==> src/hdl/gda_pkg.sv <==
// ============================================================================
// Gregorian date add/diff package
// Shared widths, payload structs, control structs and calendar tables.
// ============================================================================
`default_nettype none

package gda_pkg;

    // Field widths.
    localparam int YEAR_BITS     = 14;
    localparam int ADD_DAYS_BITS = 16;
    localparam int DAY_BITS      = 5;
    localparam int MONTH_BITS    = 4;
    localparam int DIFF_BITS     = 23;
    localparam int REM_BITS      = 7;

    // Calendar constants.
    localparam int DAYS_PER_YEAR = 365;
    localparam int CENTURY       = 100;
    localparam int NUM_MONTHS    = 12;
    localparam int FEBRUARY      = 2;
    localparam int LAST_DAY      = 31;

    localparam logic [YEAR_BITS-1:0] YEAR_MAX = {YEAR_BITS{1'b1}};

    // Reciprocal of one hundred: (x * DIV100_MUL) >> DIV100_SHIFT equals x / 100
    // for every x below 2^20, which covers every supported year width.
    localparam int DIV100_SHIFT    = 26;
    localparam int DIV100_MUL_BITS = 20;
    localparam logic [DIV100_MUL_BITS-1:0] DIV100_MUL = 20'd671089;

    // Request and result payloads.
    typedef struct packed {
        logic [DAY_BITS-1:0]      first_day;
        logic [MONTH_BITS-1:0]    first_month;
        logic [YEAR_BITS-1:0]     first_year;
        logic [DAY_BITS-1:0]      second_day;
        logic [MONTH_BITS-1:0]    second_month;
        logic [YEAR_BITS-1:0]     second_year;
        logic [ADD_DAYS_BITS-1:0] add_days;
    } req_t;

    typedef struct packed {
        logic [DAY_BITS-1:0]   sum_day;
        logic [MONTH_BITS-1:0] sum_month;
        logic [YEAR_BITS-1:0]  sum_year;
        logic                  year_overflow;
        logic [DIFF_BITS-1:0]  day_difference;
    } res_t;

    // Divide-by-100 unit control and status.
    typedef struct packed {
        logic                 start;
        logic [YEAR_BITS-1:0] dividend;
    } div_ctl_t;

    typedef struct packed {
        logic                 done;
        logic [YEAR_BITS-1:0] quot;
        logic [REM_BITS-1:0]  rem;
    } div_res_t;

    // Running year tracker control and status.
    typedef struct packed {
        logic                 load;
        logic                 step;
        logic [YEAR_BITS-1:0] year;
        logic [REM_BITS-1:0]  r100;
        logic [1:0]           h4;
    } cal_ctl_t;

    typedef struct packed {
        logic [YEAR_BITS-1:0] year;
        logic                 leap_cur;
        logic                 leap_next;
        logic                 at_max;
    } cal_t;

    // Leap test from year mod 4, year mod 100 and (year / 100) mod 4.
    function automatic logic leap_of(input logic [1:0] lo2,
                                     input logic [REM_BITS-1:0] r100,
                                     input logic [1:0] h4);
        leap_of = ((lo2 == 2'd0) && (r100 != '0)) || ((r100 == '0) && (h4 == 2'd0));
    endfunction

    // Length of a month; months outside 1..12 read as 31 days.
    function automatic logic [DAY_BITS-1:0] month_len(input logic [MONTH_BITS-1:0] m,
                                                      input logic leap);
        case (m)
            4'd2:                      month_len = leap ? 5'd29 : 5'd28;
            4'd4, 4'd6, 4'd9, 4'd11:   month_len = 5'd30;
            default:                   month_len = 5'd31;
        endcase
    endfunction

    // Days in the months before a month of a common year.
    function automatic logic [8:0] month_before(input logic [MONTH_BITS-1:0] m);
        case (m)
            4'd2:    month_before = 9'd31;
            4'd3:    month_before = 9'd59;
            4'd4:    month_before = 9'd90;
            4'd5:    month_before = 9'd120;
            4'd6:    month_before = 9'd151;
            4'd7:    month_before = 9'd181;
            4'd8:    month_before = 9'd212;
            4'd9:    month_before = 9'd243;
            4'd10:   month_before = 9'd273;
            4'd11:   month_before = 9'd304;
            4'd12:   month_before = 9'd334;
            default: month_before = 9'd0;
        endcase
    endfunction

endpackage

`default_nettype wire

==> src/hdl/gda_div100.sv <==
// ============================================================================
// Divide by one hundred
// Reciprocal multiplication for the quotient, then a multiply-back and
// subtract for the remainder.
// ============================================================================
`default_nettype none

module gda_div100 (
    input  wire logic              clk,
    input  wire logic              rst_n,
    input  wire gda_pkg::div_ctl_t ctl,
    output gda_pkg::div_res_t      status
);
    import gda_pkg::*;

    localparam int PROD_W = YEAR_BITS + DIV100_MUL_BITS;

    logic                 busy_reg, busy_next;
    logic                 done_reg, done_next;
    logic                 phase_reg, phase_next;
    logic [YEAR_BITS-1:0] num_reg, num_next;
    logic [YEAR_BITS-1:0] quot_reg, quot_next;
    logic [REM_BITS-1:0]  rem_reg, rem_next;
    logic [PROD_W-1:0]    prod;
    logic [YEAR_BITS-1:0] back;

    // Quotient from the scaled reciprocal of one hundred.
    assign prod = PROD_W'(num_reg) * PROD_W'(DIV100_MUL);
    // The whole hundreds, taken back out of the dividend for the remainder.
    assign back = quot_reg * YEAR_BITS'(CENTURY);

    always_comb
    begin
        busy_next  = busy_reg;
        done_next  = done_reg;
        phase_next = phase_reg;
        num_next   = num_reg;
        quot_next  = quot_reg;
        rem_next   = rem_reg;
        if (ctl.start)
        begin
            busy_next  = 1'b1;
            done_next  = 1'b0;
            phase_next = 1'b0;
            num_next   = ctl.dividend;
        end
        else if (busy_reg && !phase_reg)
        begin
            quot_next  = YEAR_BITS'(prod >> DIV100_SHIFT);
            phase_next = 1'b1;
        end
        else if (busy_reg)
        begin
            rem_next  = REM_BITS'(num_reg - back);
            busy_next = 1'b0;
            done_next = 1'b1;
        end
    end

    // Control flags.
    always_ff @(posedge clk or negedge rst_n)
    begin
        if (!rst_n)
        begin
            busy_reg  <= 1'b0;
            done_reg  <= 1'b0;
            phase_reg <= 1'b0;
        end
        else
        begin
            busy_reg  <= busy_next;
            done_reg  <= done_next;
            phase_reg <= phase_next;
        end
    end

    // Dividend, quotient and remainder.
    always_ff @(posedge clk)
    begin
        num_reg  <= num_next;
        quot_reg <= quot_next;
        rem_reg  <= rem_next;
    end

    assign status.done = done_reg;
    assign status.quot = quot_reg;
    assign status.rem  = rem_reg;

    // A finished remainder always stays below the divisor.
    a_rem_range: assert property (@(posedge clk) disable iff (!rst_n)
        done_reg |-> (rem_reg < REM_BITS'(CENTURY)))
        else $error("divider remainder out of range");

    // A finished division never overlaps a running one.
    a_done_idle: assert property (@(posedge clk) disable iff (!rst_n)
        !(busy_reg && done_reg))
        else $error("divider busy and done together");

    // Each division ends right after its remainder step.
    a_done_rise: assert property (@(posedge clk) disable iff (!rst_n)
        (busy_reg && phase_reg && !ctl.start) |=> done_reg)
        else $error("divider did not finish");

endmodule

`default_nettype wire

==> src/hdl/gda_cal.sv <==
// ============================================================================
// Running year tracker
// Holds the walking year with its mod-100 and century mod-4 counters, so the
// leap status of this year and the next is known without a division.
// ============================================================================
`default_nettype none

module gda_cal (
    input  wire logic              clk,
    input  wire logic              rst_n,
    input  wire gda_pkg::cal_ctl_t ctl,
    output gda_pkg::cal_t          status
);
    import gda_pkg::*;

    logic [YEAR_BITS-1:0] year_reg, year_next;
    logic [REM_BITS-1:0]  r100_reg, r100_next;
    logic [1:0]           h4_reg, h4_next;
    logic [REM_BITS-1:0]  r100_inc;
    logic [1:0]           h4_inc;
    logic                 wrap;

    // Counters as they stand one year later.
    assign wrap     = (r100_reg == REM_BITS'(CENTURY - 1));
    assign r100_inc = wrap ? '0 : r100_reg + REM_BITS'(1);
    assign h4_inc   = wrap ? h4_reg + 2'd1 : h4_reg;

    always_comb
    begin
        year_next = year_reg;
        r100_next = r100_reg;
        h4_next   = h4_reg;
        if (ctl.load)
        begin
            year_next = ctl.year;
            r100_next = ctl.r100;
            h4_next   = ctl.h4;
        end
        else if (ctl.step)
        begin
            year_next = year_reg + YEAR_BITS'(1);
            r100_next = r100_inc;
            h4_next   = h4_inc;
        end
    end

    always_ff @(posedge clk)
    begin
        year_reg <= year_next;
        r100_reg <= r100_next;
        h4_reg   <= h4_next;
    end

    assign status.year      = year_reg;
    assign status.leap_cur  = leap_of(year_reg[1:0], r100_reg, h4_reg);
    assign status.leap_next = leap_of(year_reg[1:0] + 2'd1, r100_inc, h4_inc);
    assign status.at_max    = (year_reg == YEAR_MAX);

    // The sequencer stops before stepping past the largest year.
    a_no_wrap: assert property (@(posedge clk) disable iff (!rst_n)
        (ctl.step && !ctl.load) |-> (year_reg != YEAR_MAX))
        else $error("year tracker stepped past the largest year");

    // A step moves the year forward by exactly one.
    a_step: assert property (@(posedge clk) disable iff (!rst_n)
        (ctl.step && !ctl.load) |=> (year_reg == $past(year_reg) + YEAR_BITS'(1)))
        else $error("year tracker step lost");

    // The mod-100 counter stays in range once loaded with a valid remainder.
    a_r100: assert property (@(posedge clk) disable iff (!rst_n)
        (ctl.load && (ctl.r100 < REM_BITS'(CENTURY))) |=> (r100_reg < REM_BITS'(CENTURY)))
        else $error("year tracker remainder out of range");

endmodule

`default_nettype wire

==> src/hdl/gregorian_date_add_and_diff.sv <==
// ============================================================================
// Gregorian date add and day difference
// Clamps two dates, advances the first by a day count and gives the absolute
// day difference of the two dates.
// ============================================================================
// One request at a time. A request runs through fixed steps: the two year
// divisions by one hundred in the shared divider, the day clamps, the two
// serial day numbers and the difference, then a walk that skips whole years
// (about add_days/365, at most 179 with 16-bit day counts), a walk over the
// months that remain (at most 11), the result load and the return to idle.
// The result sits in an output register, so the next request can be taken
// while the previous result waits to be read; a result that finds that
// register still full waits in the final state until it drains.
`default_nettype none

module gregorian_date_add_and_diff (
    input  wire logic          clk,
    input  wire logic          rst_n,
    input  wire logic          req_valid,
    output logic               req_stall,
    input  wire gda_pkg::req_t req,
    output logic               res_valid,
    input  wire logic          res_stall,
    output gda_pkg::res_t      res
);
    import gda_pkg::*;

    localparam int SER_W  = YEAR_BITS + 10;
    localparam int ND_W   = ADD_DAYS_BITS + 1;
    localparam int SPAN_W = 9;

    localparam logic [3:0] ST_IDLE  = 4'd0;
    localparam logic [3:0] ST_DIV1  = 4'd1;
    localparam logic [3:0] ST_DIV2  = 4'd2;
    localparam logic [3:0] ST_CLAMP = 4'd3;
    localparam logic [3:0] ST_SER1  = 4'd4;
    localparam logic [3:0] ST_SER2  = 4'd5;
    localparam logic [3:0] ST_DIFF  = 4'd6;
    localparam logic [3:0] ST_YEAR  = 4'd7;
    localparam logic [3:0] ST_MONTH = 4'd8;
    localparam logic [3:0] ST_DONE  = 4'd9;

    logic [3:0]               state_reg, state_next;
    logic                     res_valid_reg, res_valid_next;
    res_t                     res_reg, res_next;

    logic [YEAR_BITS-1:0]     y1_reg, y1_next, y2_reg, y2_next;
    logic [MONTH_BITS-1:0]    m1_reg, m1_next, m2_reg, m2_next;
    logic [DAY_BITS-1:0]      d1_reg, d1_next, d2_reg, d2_next;
    logic [ADD_DAYS_BITS-1:0] add_reg, add_next;
    logic [YEAR_BITS-1:0]     q1_reg, q1_next, q2_reg, q2_next;
    logic [REM_BITS-1:0]      r1_reg, r1_next, r2_reg, r2_next;
    logic                     leap1_reg, leap1_next, leap2_reg, leap2_next;
    logic [SER_W-1:0]         s1_reg, s1_next, s2_reg, s2_next;
    logic [SER_W-1:0]         diff_reg, diff_next;
    logic [ND_W-1:0]          nd_reg, nd_next;
    logic [MONTH_BITS-1:0]    nm_reg, nm_next;
    logic                     ovf_reg, ovf_next;

    div_ctl_t                 div_ctl;
    div_res_t                 div_st;
    cal_ctl_t                 cal_ctl;
    cal_t                     cal_st;

    logic                     accept;
    logic                     res_load;
    logic [YEAR_BITS-1:0]     req_y1;

    logic                     leap1, leap2;
    logic [DAY_BITS-1:0]      lim1, lim2;

    logic                     ser_sel2;
    logic [YEAR_BITS-1:0]     ser_y, ser_q, ser_pc, ser_p4;
    logic [REM_BITS-1:0]      ser_r;
    logic [MONTH_BITS-1:0]    ser_m;
    logic [DAY_BITS-1:0]      ser_d;
    logic                     ser_leap;
    logic [SER_W-1:0]         ser_val;

    logic [SPAN_W-1:0]        span;
    logic [DAY_BITS-1:0]      dim;

    // Clamp helpers for the raw request fields.
    function automatic logic [MONTH_BITS-1:0] clamp_month(input logic [MONTH_BITS-1:0] m);
        if (m == '0)
            clamp_month = MONTH_BITS'(1);
        else if (m > MONTH_BITS'(NUM_MONTHS))
            clamp_month = MONTH_BITS'(NUM_MONTHS);
        else
            clamp_month = m;
    endfunction

    function automatic logic [YEAR_BITS-1:0] clamp_year(input logic [YEAR_BITS-1:0] y);
        clamp_year = (y == '0) ? YEAR_BITS'(1) : y;
    endfunction

    function automatic logic [DAY_BITS-1:0] clamp_day(input logic [DAY_BITS-1:0] d,
                                                      input logic [DAY_BITS-1:0] lim);
        if (d == '0)
            clamp_day = DAY_BITS'(1);
        else if (d > lim)
            clamp_day = lim;
        else
            clamp_day = d;
    endfunction

    // Shared divide-by-100 unit for both years.
    gda_div100 u_div (
        .clk    (clk),
        .rst_n  (rst_n),
        .ctl    (div_ctl),
        .status (div_st)
    );

    // Walking year with its leap status.
    gda_cal u_cal (
        .clk    (clk),
        .rst_n  (rst_n),
        .ctl    (cal_ctl),
        .status (cal_st)
    );

    // Handshake.
    assign req_stall = (state_reg != ST_IDLE);
    assign accept    = req_valid && !req_stall;
    assign res_load  = (state_reg == ST_DONE) && (!res_valid_reg || !res_stall);
    assign req_y1    = clamp_year(req.first_year);

    // Divider feeds: first year straight from the request, second from its register.
    assign div_ctl.start    = accept || ((state_reg == ST_DIV1) && div_st.done);
    assign div_ctl.dividend = (state_reg == ST_IDLE) ? req_y1 : y2_reg;

    // Leap status and month lengths of the clamped dates.
    assign leap1 = leap_of(y1_reg[1:0], r1_reg, q1_reg[1:0]);
    assign leap2 = leap_of(y2_reg[1:0], r2_reg, q2_reg[1:0]);
    assign lim1  = month_len(m1_reg, leap1);
    assign lim2  = month_len(m2_reg, leap2);

    // Serial day number, shared between the two dates.
    assign ser_sel2 = (state_reg == ST_SER2);
    assign ser_y    = ser_sel2 ? y2_reg : y1_reg;
    assign ser_q    = ser_sel2 ? q2_reg : q1_reg;
    assign ser_r    = ser_sel2 ? r2_reg : r1_reg;
    assign ser_m    = ser_sel2 ? m2_reg : m1_reg;
    assign ser_d    = ser_sel2 ? d2_reg : d1_reg;
    assign ser_leap = ser_sel2 ? leap2_reg : leap1_reg;
    // Quotient of (year - 1) by 100, and (year - 1) / 4.
    assign ser_pc   = (ser_r == '0) ? ser_q - YEAR_BITS'(1) : ser_q;
    assign ser_p4   = (ser_y - YEAR_BITS'(1)) >> 2;
    assign ser_val  = SER_W'(ser_y) * SER_W'(DAYS_PER_YEAR)
                    + SER_W'(ser_p4) - SER_W'(ser_pc) + SER_W'(ser_pc >> 2)
                    + SER_W'(month_before(ser_m))
                    + SER_W'(ser_leap && (ser_m > MONTH_BITS'(FEBRUARY)))
                    + SER_W'(ser_d);

    // Twelve months from the current month span 365 or 366 days.
    assign span = SPAN_W'(DAYS_PER_YEAR)
                + SPAN_W'((nm_reg <= MONTH_BITS'(FEBRUARY)) ? cal_st.leap_cur
                                                            : cal_st.leap_next);
    assign dim  = month_len(nm_reg, cal_st.leap_cur);

    // Sequencer and datapath.
    always_comb
    begin
        state_next     = state_reg;
        res_valid_next = res_valid_reg;
        res_next       = res_reg;
        y1_next        = y1_reg;
        y2_next        = y2_reg;
        m1_next        = m1_reg;
        m2_next        = m2_reg;
        d1_next        = d1_reg;
        d2_next        = d2_reg;
        add_next       = add_reg;
        q1_next        = q1_reg;
        q2_next        = q2_reg;
        r1_next        = r1_reg;
        r2_next        = r2_reg;
        leap1_next     = leap1_reg;
        leap2_next     = leap2_reg;
        s1_next        = s1_reg;
        s2_next        = s2_reg;
        diff_next      = diff_reg;
        nd_next        = nd_reg;
        nm_next        = nm_reg;
        ovf_next       = ovf_reg;
        cal_ctl.load   = 1'b0;
        cal_ctl.step   = 1'b0;
        cal_ctl.year   = y1_reg;
        cal_ctl.r100   = r1_reg;
        cal_ctl.h4     = q1_reg[1:0];

        // The result register empties when taken.
        if (res_valid_reg && !res_stall)
            res_valid_next = 1'b0;

        case (state_reg)
            ST_IDLE:
            begin
                if (accept)
                begin
                    y1_next    = req_y1;
                    y2_next    = clamp_year(req.second_year);
                    m1_next    = clamp_month(req.first_month);
                    m2_next    = clamp_month(req.second_month);
                    d1_next    = req.first_day;
                    d2_next    = req.second_day;
                    add_next   = req.add_days;
                    ovf_next   = 1'b0;
                    state_next = ST_DIV1;
                end
            end
            ST_DIV1:
            begin
                if (div_st.done)
                begin
                    q1_next    = div_st.quot;
                    r1_next    = div_st.rem;
                    state_next = ST_DIV2;
                end
            end
            ST_DIV2:
            begin
                if (div_st.done)
                begin
                    q2_next    = div_st.quot;
                    r2_next    = div_st.rem;
                    state_next = ST_CLAMP;
                end
            end
            ST_CLAMP:
            begin
                d1_next      = clamp_day(d1_reg, lim1);
                d2_next      = clamp_day(d2_reg, lim2);
                leap1_next   = leap1;
                leap2_next   = leap2;
                nm_next      = m1_reg;
                cal_ctl.load = 1'b1;
                state_next   = ST_SER1;
            end
            ST_SER1:
            begin
                s1_next    = ser_val;
                nd_next    = ND_W'(d1_reg) + ND_W'(add_reg);
                state_next = ST_SER2;
            end
            ST_SER2:
            begin
                s2_next    = ser_val;
                state_next = ST_DIFF;
            end
            ST_DIFF:
            begin
                diff_next  = (s1_reg >= s2_reg) ? s1_reg - s2_reg : s2_reg - s1_reg;
                state_next = ST_YEAR;
            end
            ST_YEAR:
            begin
                // Skip whole years while more than twelve months remain.
                if (nd_reg <= ND_W'(span))
                    state_next = ST_MONTH;
                else if (cal_st.at_max)
                begin
                    ovf_next   = 1'b1;
                    state_next = ST_DONE;
                end
                else
                begin
                    nd_next      = nd_reg - ND_W'(span);
                    cal_ctl.step = 1'b1;
                end
            end
            ST_MONTH:
            begin
                // Walk the remaining months one at a time.
                if (nd_reg <= ND_W'(dim))
                    state_next = ST_DONE;
                else
                begin
                    nd_next = nd_reg - ND_W'(dim);
                    if (nm_reg == MONTH_BITS'(NUM_MONTHS))
                    begin
                        if (cal_st.at_max)
                        begin
                            ovf_next   = 1'b1;
                            state_next = ST_DONE;
                        end
                        else
                        begin
                            nm_next      = MONTH_BITS'(1);
                            cal_ctl.step = 1'b1;
                        end
                    end
                    else
                        nm_next = nm_reg + MONTH_BITS'(1);
                end
            end
            ST_DONE:
            begin
                if (res_load)
                begin
                    res_valid_next         = 1'b1;
                    res_next.day_difference = DIFF_BITS'(diff_reg);
                    res_next.year_overflow = ovf_reg;
                    if (ovf_reg)
                    begin
                        res_next.sum_day   = DAY_BITS'(LAST_DAY);
                        res_next.sum_month = MONTH_BITS'(NUM_MONTHS);
                        res_next.sum_year  = YEAR_MAX;
                    end
                    else
                    begin
                        res_next.sum_day   = nd_reg[DAY_BITS-1:0];
                        res_next.sum_month = nm_reg;
                        res_next.sum_year  = cal_st.year;
                    end
                    state_next = ST_IDLE;
                end
            end
            default:
            begin
                state_next = ST_IDLE;
            end
        endcase
    end

    // Control state.
    always_ff @(posedge clk or negedge rst_n)
    begin
        if (!rst_n)
        begin
            state_reg     <= ST_IDLE;
            res_valid_reg <= 1'b0;
        end
        else
        begin
            state_reg     <= state_next;
            res_valid_reg <= res_valid_next;
        end
    end

    // Working registers and the result payload.
    always_ff @(posedge clk)
    begin
        res_reg   <= res_next;
        y1_reg    <= y1_next;
        y2_reg    <= y2_next;
        m1_reg    <= m1_next;
        m2_reg    <= m2_next;
        d1_reg    <= d1_next;
        d2_reg    <= d2_next;
        add_reg   <= add_next;
        q1_reg    <= q1_next;
        q2_reg    <= q2_next;
        r1_reg    <= r1_next;
        r2_reg    <= r2_next;
        leap1_reg <= leap1_next;
        leap2_reg <= leap2_next;
        s1_reg    <= s1_next;
        s2_reg    <= s2_next;
        diff_reg  <= diff_next;
        nd_reg    <= nd_next;
        nm_reg    <= nm_next;
        ovf_reg   <= ovf_next;
    end

    assign res_valid = res_valid_reg;
    assign res       = res_reg;

    // An overflowed sum is always December 31 of the largest year.
    a_ovf_sat: assert property (@(posedge clk) disable iff (!rst_n)
        (res_valid_reg && res_reg.year_overflow) |->
            ((res_reg.sum_year == YEAR_MAX) &&
             (res_reg.sum_month == MONTH_BITS'(NUM_MONTHS)) &&
             (res_reg.sum_day == DAY_BITS'(LAST_DAY))))
        else $error("overflowed result not saturated");

    // The month walk keeps a real month.
    a_month_range: assert property (@(posedge clk) disable iff (!rst_n)
        ((state_reg == ST_MONTH) || (state_reg == ST_YEAR)) |->
            ((nm_reg >= MONTH_BITS'(1)) && (nm_reg <= MONTH_BITS'(NUM_MONTHS))))
        else $error("walking month out of range");

    // A finished walk leaves a day that fits its month.
    a_day_fits: assert property (@(posedge clk) disable iff (!rst_n)
        ((state_reg == ST_DONE) && !ovf_reg) |->
            ((nd_reg >= ND_W'(1)) && (nd_reg <= ND_W'(dim))))
        else $error("walked day does not fit its month");

    // A new result is only loaded when the output register is free or drains.
    a_no_overwrite: assert property (@(posedge clk) disable iff (!rst_n)
        (res_valid_reg && res_stall) |=> !$past(res_load))
        else $error("pending result overwritten");

endmodule

`default_nettype wire
==> config.mk <==
export PLATFORM = sky130hd
export DESIGN_NAME = gregorian_date_add_and_diff
export DESIGN_NICKNAME = d
export VERILOG_FILES = /design/src/hdl/gda_pkg.sv /design/src/hdl/gda_div100.sv /design/src/hdl/gda_cal.sv /design/src/hdl/gregorian_date_add_and_diff.sv
export SDC_FILE = /design/constraint.sdc
export NUM_CORES = 1
export LEC_CHECK = 0
export ABC_CLOCK_PERIOD_IN_PS = 24800
export BUFFER_PORTS_ARGS = -buffer_cell sky130_fd_sc_hd__buf_2
export CAP_MARGIN = 10
export CORE_MARGIN = 4
export CORE_UTILIZATION = 39
export CTS_CLUSTER_SIZE = 12
export DETAILED_ROUTE_END_ITERATION = 16
export GPL_TIMING_DRIVEN = 1
export PLACE_DENSITY_LB_ADDON = 0.05
export SLEW_MARGIN = 20
export SYNTH_ARGS = -nofsm -noshare
export SYNTH_HDL_FRONTEND = slang
export SYNTH_SLANG_ARGS = --single-unit
==> constraint.sdc <==
create_clock -name clk -period 24.8 [get_ports clk]
set_input_delay 1.24 -clock clk [delete_from_list [all_inputs] [get_ports clk]]
set_output_delay 1.24 -clock clk [all_outputs]
set_load 0.01 [all_outputs]
# --- After elaboration in Yosys (flattened, before gate mapping) ---
# Memories as Yosys holds them, arrays and structs flattened.
# Cells that the tools add are included.
totals:
  n_memories: 1
  out_inout_bits: 49
  romBits: 144
  regBits: 294
memory_table:
  columns: ["memory", "depth", "word_bits", "read_ports", "rd_clocked_by_memory_dff", "write_ports", "line_no", "text"]
  rows:
  - ["(no name shown)", 16, 9, 1, 0, 0, "gda_pkg.sv:98", "case (m)"]
classes:
  bitwise_logic: 2
  n_mul: 3
  n_mux: 74
  magnitude_cmp: 9
  n_eq_ne: 40
  n_reduce_logical: 74
  addsub: 20
ops:
  columns: ["cell", "count"]
  rows:
  - ["$mux 14", 6]
  - ["$mux 4", 14]
  - ["$mux 17", 3]
  - ["$pmux 17 s3", 1]
  - ["$sub 23x23->23", 2]
  - ["$eq 4x3->1 const B", 10]
  - ["$pmux 4 s10", 1]
  - ["$eq 4x4->1 const B", 9]
  - ["$logic_not 7->1", 5]
  - ["$mux 5", 7]
  - ["$mul 14x20->34 const B", 1]
  - ["$pmux 5 s2", 3]
  - ["$logic_not 14->1", 2]
  - ["$mux 7", 4]
  - ["$reduce_bool 7->1", 4]
  - ["$mux 1", 25]
  - ["$add 23x12->24", 1]
  - ["$add 24x1->24", 1]
  - ["$add 24x12->24", 1]
  - ["$add 24x5->24", 1]
  - ["$add 24x9->24", 1]
  - ["$ge 24x24->1", 1]
  - ["$sub 24x14->24", 1]
  - ["$mul 14x9->23 const B", 1]
  - ["48 further kinds", 117]

# --- Logic depth before layout (Yosys ltp) ---
depth:
  word_depth: 12
  ltp_mapped: 32

# --- Cells and area by module ---
# A second synthesis with hierarchy kept.
unflattened:
  hier_cells: 2387
  area_unflattened_um2: 25781.0
modules_own_cells:
  columns: ["mod", "n_inst", "area_per_inst_um2", "seq_area_each_um2", "cells_per_inst"]
  rows:
  - ["gregorian_date_add_and_diff", 1, 18729.2, 7512.2, 1739]
  - ["gda_div100", 1, 5539.1, 945.9, 497]
  - ["gda_cal", 1, 1512.7, 690.7, 151]

# --- Worst setup path after synthesis ---
# No wires, ideal clock.
synth_path:
  path_type: "register to register"
  start: "reg state_reg[2]"
  end: "reg s1_reg[22] (data pin)"
  t_arrival_ns: 7.982
  path_stages_with_launch: 32
  n_path_buf: 4
  setup_ns: 0.191
  setup_slack_ns: 16.627
  cell_sequence: "dfrtp_1 > inv_1 > nor2_1 > nand2_1 > inv_2 > buf_2 > buf_2 > buf_2 > mux2i_1 > ha_1 > o21ai_0 > a21boi_0 > nand2_1 > xnor2_1 > fa_1 > inv_1 > fa_1 > inv_1 > fa_1 > fa_1 > fa_1 > ha_1 > ha_1 > clkbuf_1 > nand4_1 > nor4b_1 > a221oi_1 > a31o_2 > o21ai_1 > a31oi_1 > mux2i_1 > a311oi_1"
synth_via:
  elab_chain_cells: 9
synth_rtl:
  columns: ["item", "line_no", "text"]
  rows:
  - ["from (decl)", "gregorian_date_add_and_diff.sv:43", "logic [3:0] state_reg, state_next;"]
  - ["from (signal assigned)", "gregorian_date_add_and_diff.sv:337", "state_reg <= state_next;"]
  - ["$eq 4x3->1 *", "gregorian_date_add_and_diff.sv:140", "assign ser_sel2 = (state_reg == ST_SER2);"]
  - ["$mux 14, or another cell as far along", "gregorian_date_add_and_diff.sv:141", "assign ser_y = ser_sel2 ? y2_reg : y1_reg;"]
  - ["$mul 14x9->23, or another cell as far along", "gregorian_date_add_and_diff.sv:150", "assign ser_val = SER_W'(ser_y) * SER_W'(DAYS_PER_YEAR)"]
  - ["$add 23x12->24 / $mux 14 (equally long branches)", "gregorian_date_add_and_diff.sv:151, gregorian_date_add_and_diff.sv:148", null]
  - ["$sub 24x14->24", "gregorian_date_add_and_diff.sv:151", "+ SER_W'(ser_p4) - SER_W'(ser_pc) + SER_W'(ser_pc >> 2)"]
  - ["$add 24x12->24", "gregorian_date_add_and_diff.sv:151", null]
  - ["$add 24x9->24", "gregorian_date_add_and_diff.sv:152", "+ SER_W'(month_before(ser_m))"]
  - ["$add 24x1->24", "gregorian_date_add_and_diff.sv:153", "+ SER_W'(ser_leap && (ser_m > MONTH_BITS'(FEBRUARY)))"]
  - ["$add 24x5->24 *", "gregorian_date_add_and_diff.sv:154", "+ SER_W'(ser_d);"]
  - ["net ser_val[22]", "gregorian_date_add_and_diff.sv:78", "logic [SER_W-1:0] ser_val;"]
  - ["to (signal assigned)", "gregorian_date_add_and_diff.sv:359", "s1_reg <= s1_next;"]
  - ["to (decl)", "gregorian_date_add_and_diff.sv:54", "logic [SER_W-1:0] s1_reg, s1_next, s2_reg, s2_next;"]
# Mark *: on every way through the listed nets, which the timed path passes. The rest lies on a longest branch.
# A chain may end at the register's enable or synchronous reset.

# --- Worst setup path in the final report ---
layout_path:
  start: "reg state_reg[0]"
  end: "reg s1_reg[22] (data pin)"
# Same word-level chain as after synthesis.

==> results.cfg <==
[run_status]
status = finished, final reports clean

[logic_synthesis]
syn_inst = 2313
synth_top_cell_by_area = edfxtp_1
synth_edf_count = 286
ys_async_sr_fraction_pct = 2.72
syn_nets = 2895
ys.flop_type = edfxtp_1
ys_top_cells_by_area = edfxtp_1 34%, ha_1 16%, fa_1 15%, inv_1 5.6%, a21oi_1 2.3%
syn_avg_cell_area_um2 = 10.8
yosysUniqueCellTypes = 85
synth_top_area_share_pct = 34.4
netlist_area_um2 = 24900
seq_area_frac_synth_pct = 35.3
yosys_warnings = 0
ys_ff_latch = 294

[clock_tree]
cts_tree = built
clk_pin_slew_ns = 0.06
cts_buffers = 38
clkLatencyLatePin_ns = 0.57
clock-sinks = 294
ctsHoldBuffers = 0
ctsResizeCount = 0
htree_levels = 2
post_cts_buffers = 0
cts_root_buf = clkbuf_16
clock_path_buffers = 3

[floorplanning]
num_rows = 92
dieArea_um2 = 68000
coreArea_um2 = 63200
pin_count = 115
start_util_pct = 39.4
die_x_um = 261
die_y_um = 261

[routing]
ant_nets = 0
routed_wl_um = 62000
firstDrtPassIters = 5
avgViaCountPerCell = 5.14
drc = 0
drtIter0Drc = 959
num_vias = 16793
wire_per_inst_um = 19.0

[placement]
place_congestion = 0.856
hpwl_um = 50000
io_buffers = 114

[cells_and_area]
largest_reg_flops = 47
final_cell_mix = 375 x inv_1, 328 x ha_1, 286 x edfxtp_1, 188 x fa_1, 134 x nand2_1
area_growth_pct = 10.6
drive_gt1_share_pct = 10.8
diodes = 0
fill_cells = 6004
final_common_cell = inv_1
layout.nets = 2977

[setup_path]
arrival_ns = 9.58
setup.worst_path.end_class = flop
crit_path_max_incr_delay_ns = 0.74
cpMaxStageDelayCell = buf_4
worstPathRequired_ns = 25.14
worstSetupStartpointType = flop
r2r_slack_ns = 15.56
worstSetupPathType = flop to flop
worstPathMaxFanout = 69

[sta]
fmax_mhz = 108
hold_violations = 0
setup_viol = 0
rsz0062_at_grt = no
skew_ns = 0.0274
slew_headroom_pct = 35.7
slew_viol_final = 0
worst_pin_slew_ns = 0.964
setup_tns_ns = 0
post-route-min-period_ns = 9.24
post-route-period-util_pct = 37.3

[hold_path]
hold_path.class = flop to flop

[global_routing]
antenna_found_initial = 0
grt_max_degree = 70
grt_use_total_pct = 18.3
overflow = 0
grt_pass1_vias = 17129
grt_pass1_wl_um = 97700

[run]
maxCapViolCount = 0
[synthesized netlist by cell type, types with 8 or more instances]
library cell  instances
nand3_1              43
a21o_1               29
edfxtp_1            286
o21bai_1             17
inv_1               375
clkbuf_1             62
a31oi_1              10
o21ai_0              94
nor4_1               12
a211oi_1             14
nor3_1               35
o22ai_1               9
nand2_1             134
a22oi_1               8
fa_1                188
and3_1               19
buf_2                14
nor2_1              124
a21oi_1             116
mux2_2               22
ha_1                328
o211ai_1             10
o21a_1                8
nor2b_1               8
xnor2_1              65
dfrtp_1               8
o221ai_1             11
mux2i_1              37
xor2_1               39
nand4_1              18
or2_2                24
o31ai_1              12
and2_1                8
[cell families after synthesis]
kind of cell               after synthesis  synth area share [%]
xor gates and xnor gates               104                  3.65
buffers and inverters                  460                  7.13
adders and majority gates              516                  31.6
and+or+nand+nor                        465                  9.02
DFF                                    294                  35.3
muxes                                   59                  2.48
AOI/OAI and AO/OA                      415                  10.9
[through the flow]
step	hold slack, ns	instances	utilization [%]	worst slack (ns)	area [um^2]
floorplan	0.400	2313	-	16.63	24900
global placement	0.402	3201	41.6	15.91	26300
detailed placement	0.405	3201	41.6	15.71	26300
CTS	0.418	3270	43.6	15.64	27600
global route	0.421	3270	43.6	15.12	27600
finish	0.417	3270	43.6	15.56	27600
[metal layers]
metal	track usage (%)	vias to the layer above	routed length [um]
met1	27.3	8234	30700
met2	28.8	325	27800
met4	4.55	0	1250
met5	0	-	0
li1	-	8171	-
met3	1.79	63	2320
[path summary, 6_finish.rpt]
path                              startpoint              end  depth (start not counted)
worst max-delay path            state_reg[0]       s1_reg[22]                         29
max in group asynchronous              rst_n  u_div.phase_reg                          1
worst min register to register   diff_reg[8]           res[8]                          0
min in group asynchronous              rst_n        res_valid                          1
worst min-delay path             diff_reg[8]           res[8]                          0
worst max register to register  state_reg[0]       s1_reg[22]                         29
[critical path, delay by kind of cell, from the launching register on]
kind            cells  cell delay (ns)
fa+ha+maj           8             3.41
compound gates      8             2.04
buf+inv             7             1.11
simple gates        3             0.94
mux                 2             0.67
flops               1             0.59
xor+xnor            1             0.21
[layout make-up]
| class | count | area (um^2) | area share, % |
|---|---|---|---|
| multi-input cells | 1559 | 14400 | 52.2 |
| flip-flops and latches | 294 | 8790 | 31.9 |
| inverters | 377 | 1420 | 5.13 |
| well taps | 846 | 1060 | 3.84 |
| clock buffers | 41 | 983 | 3.57 |
| repair buffers | 125 | 653 | 2.37 |
| clock inverters | 28 | 268 | 0.971 |
Power is left out: the tool's default activity adds up to more than one toggle a clock period on the data nets, which glitch-free logic cannot reach.
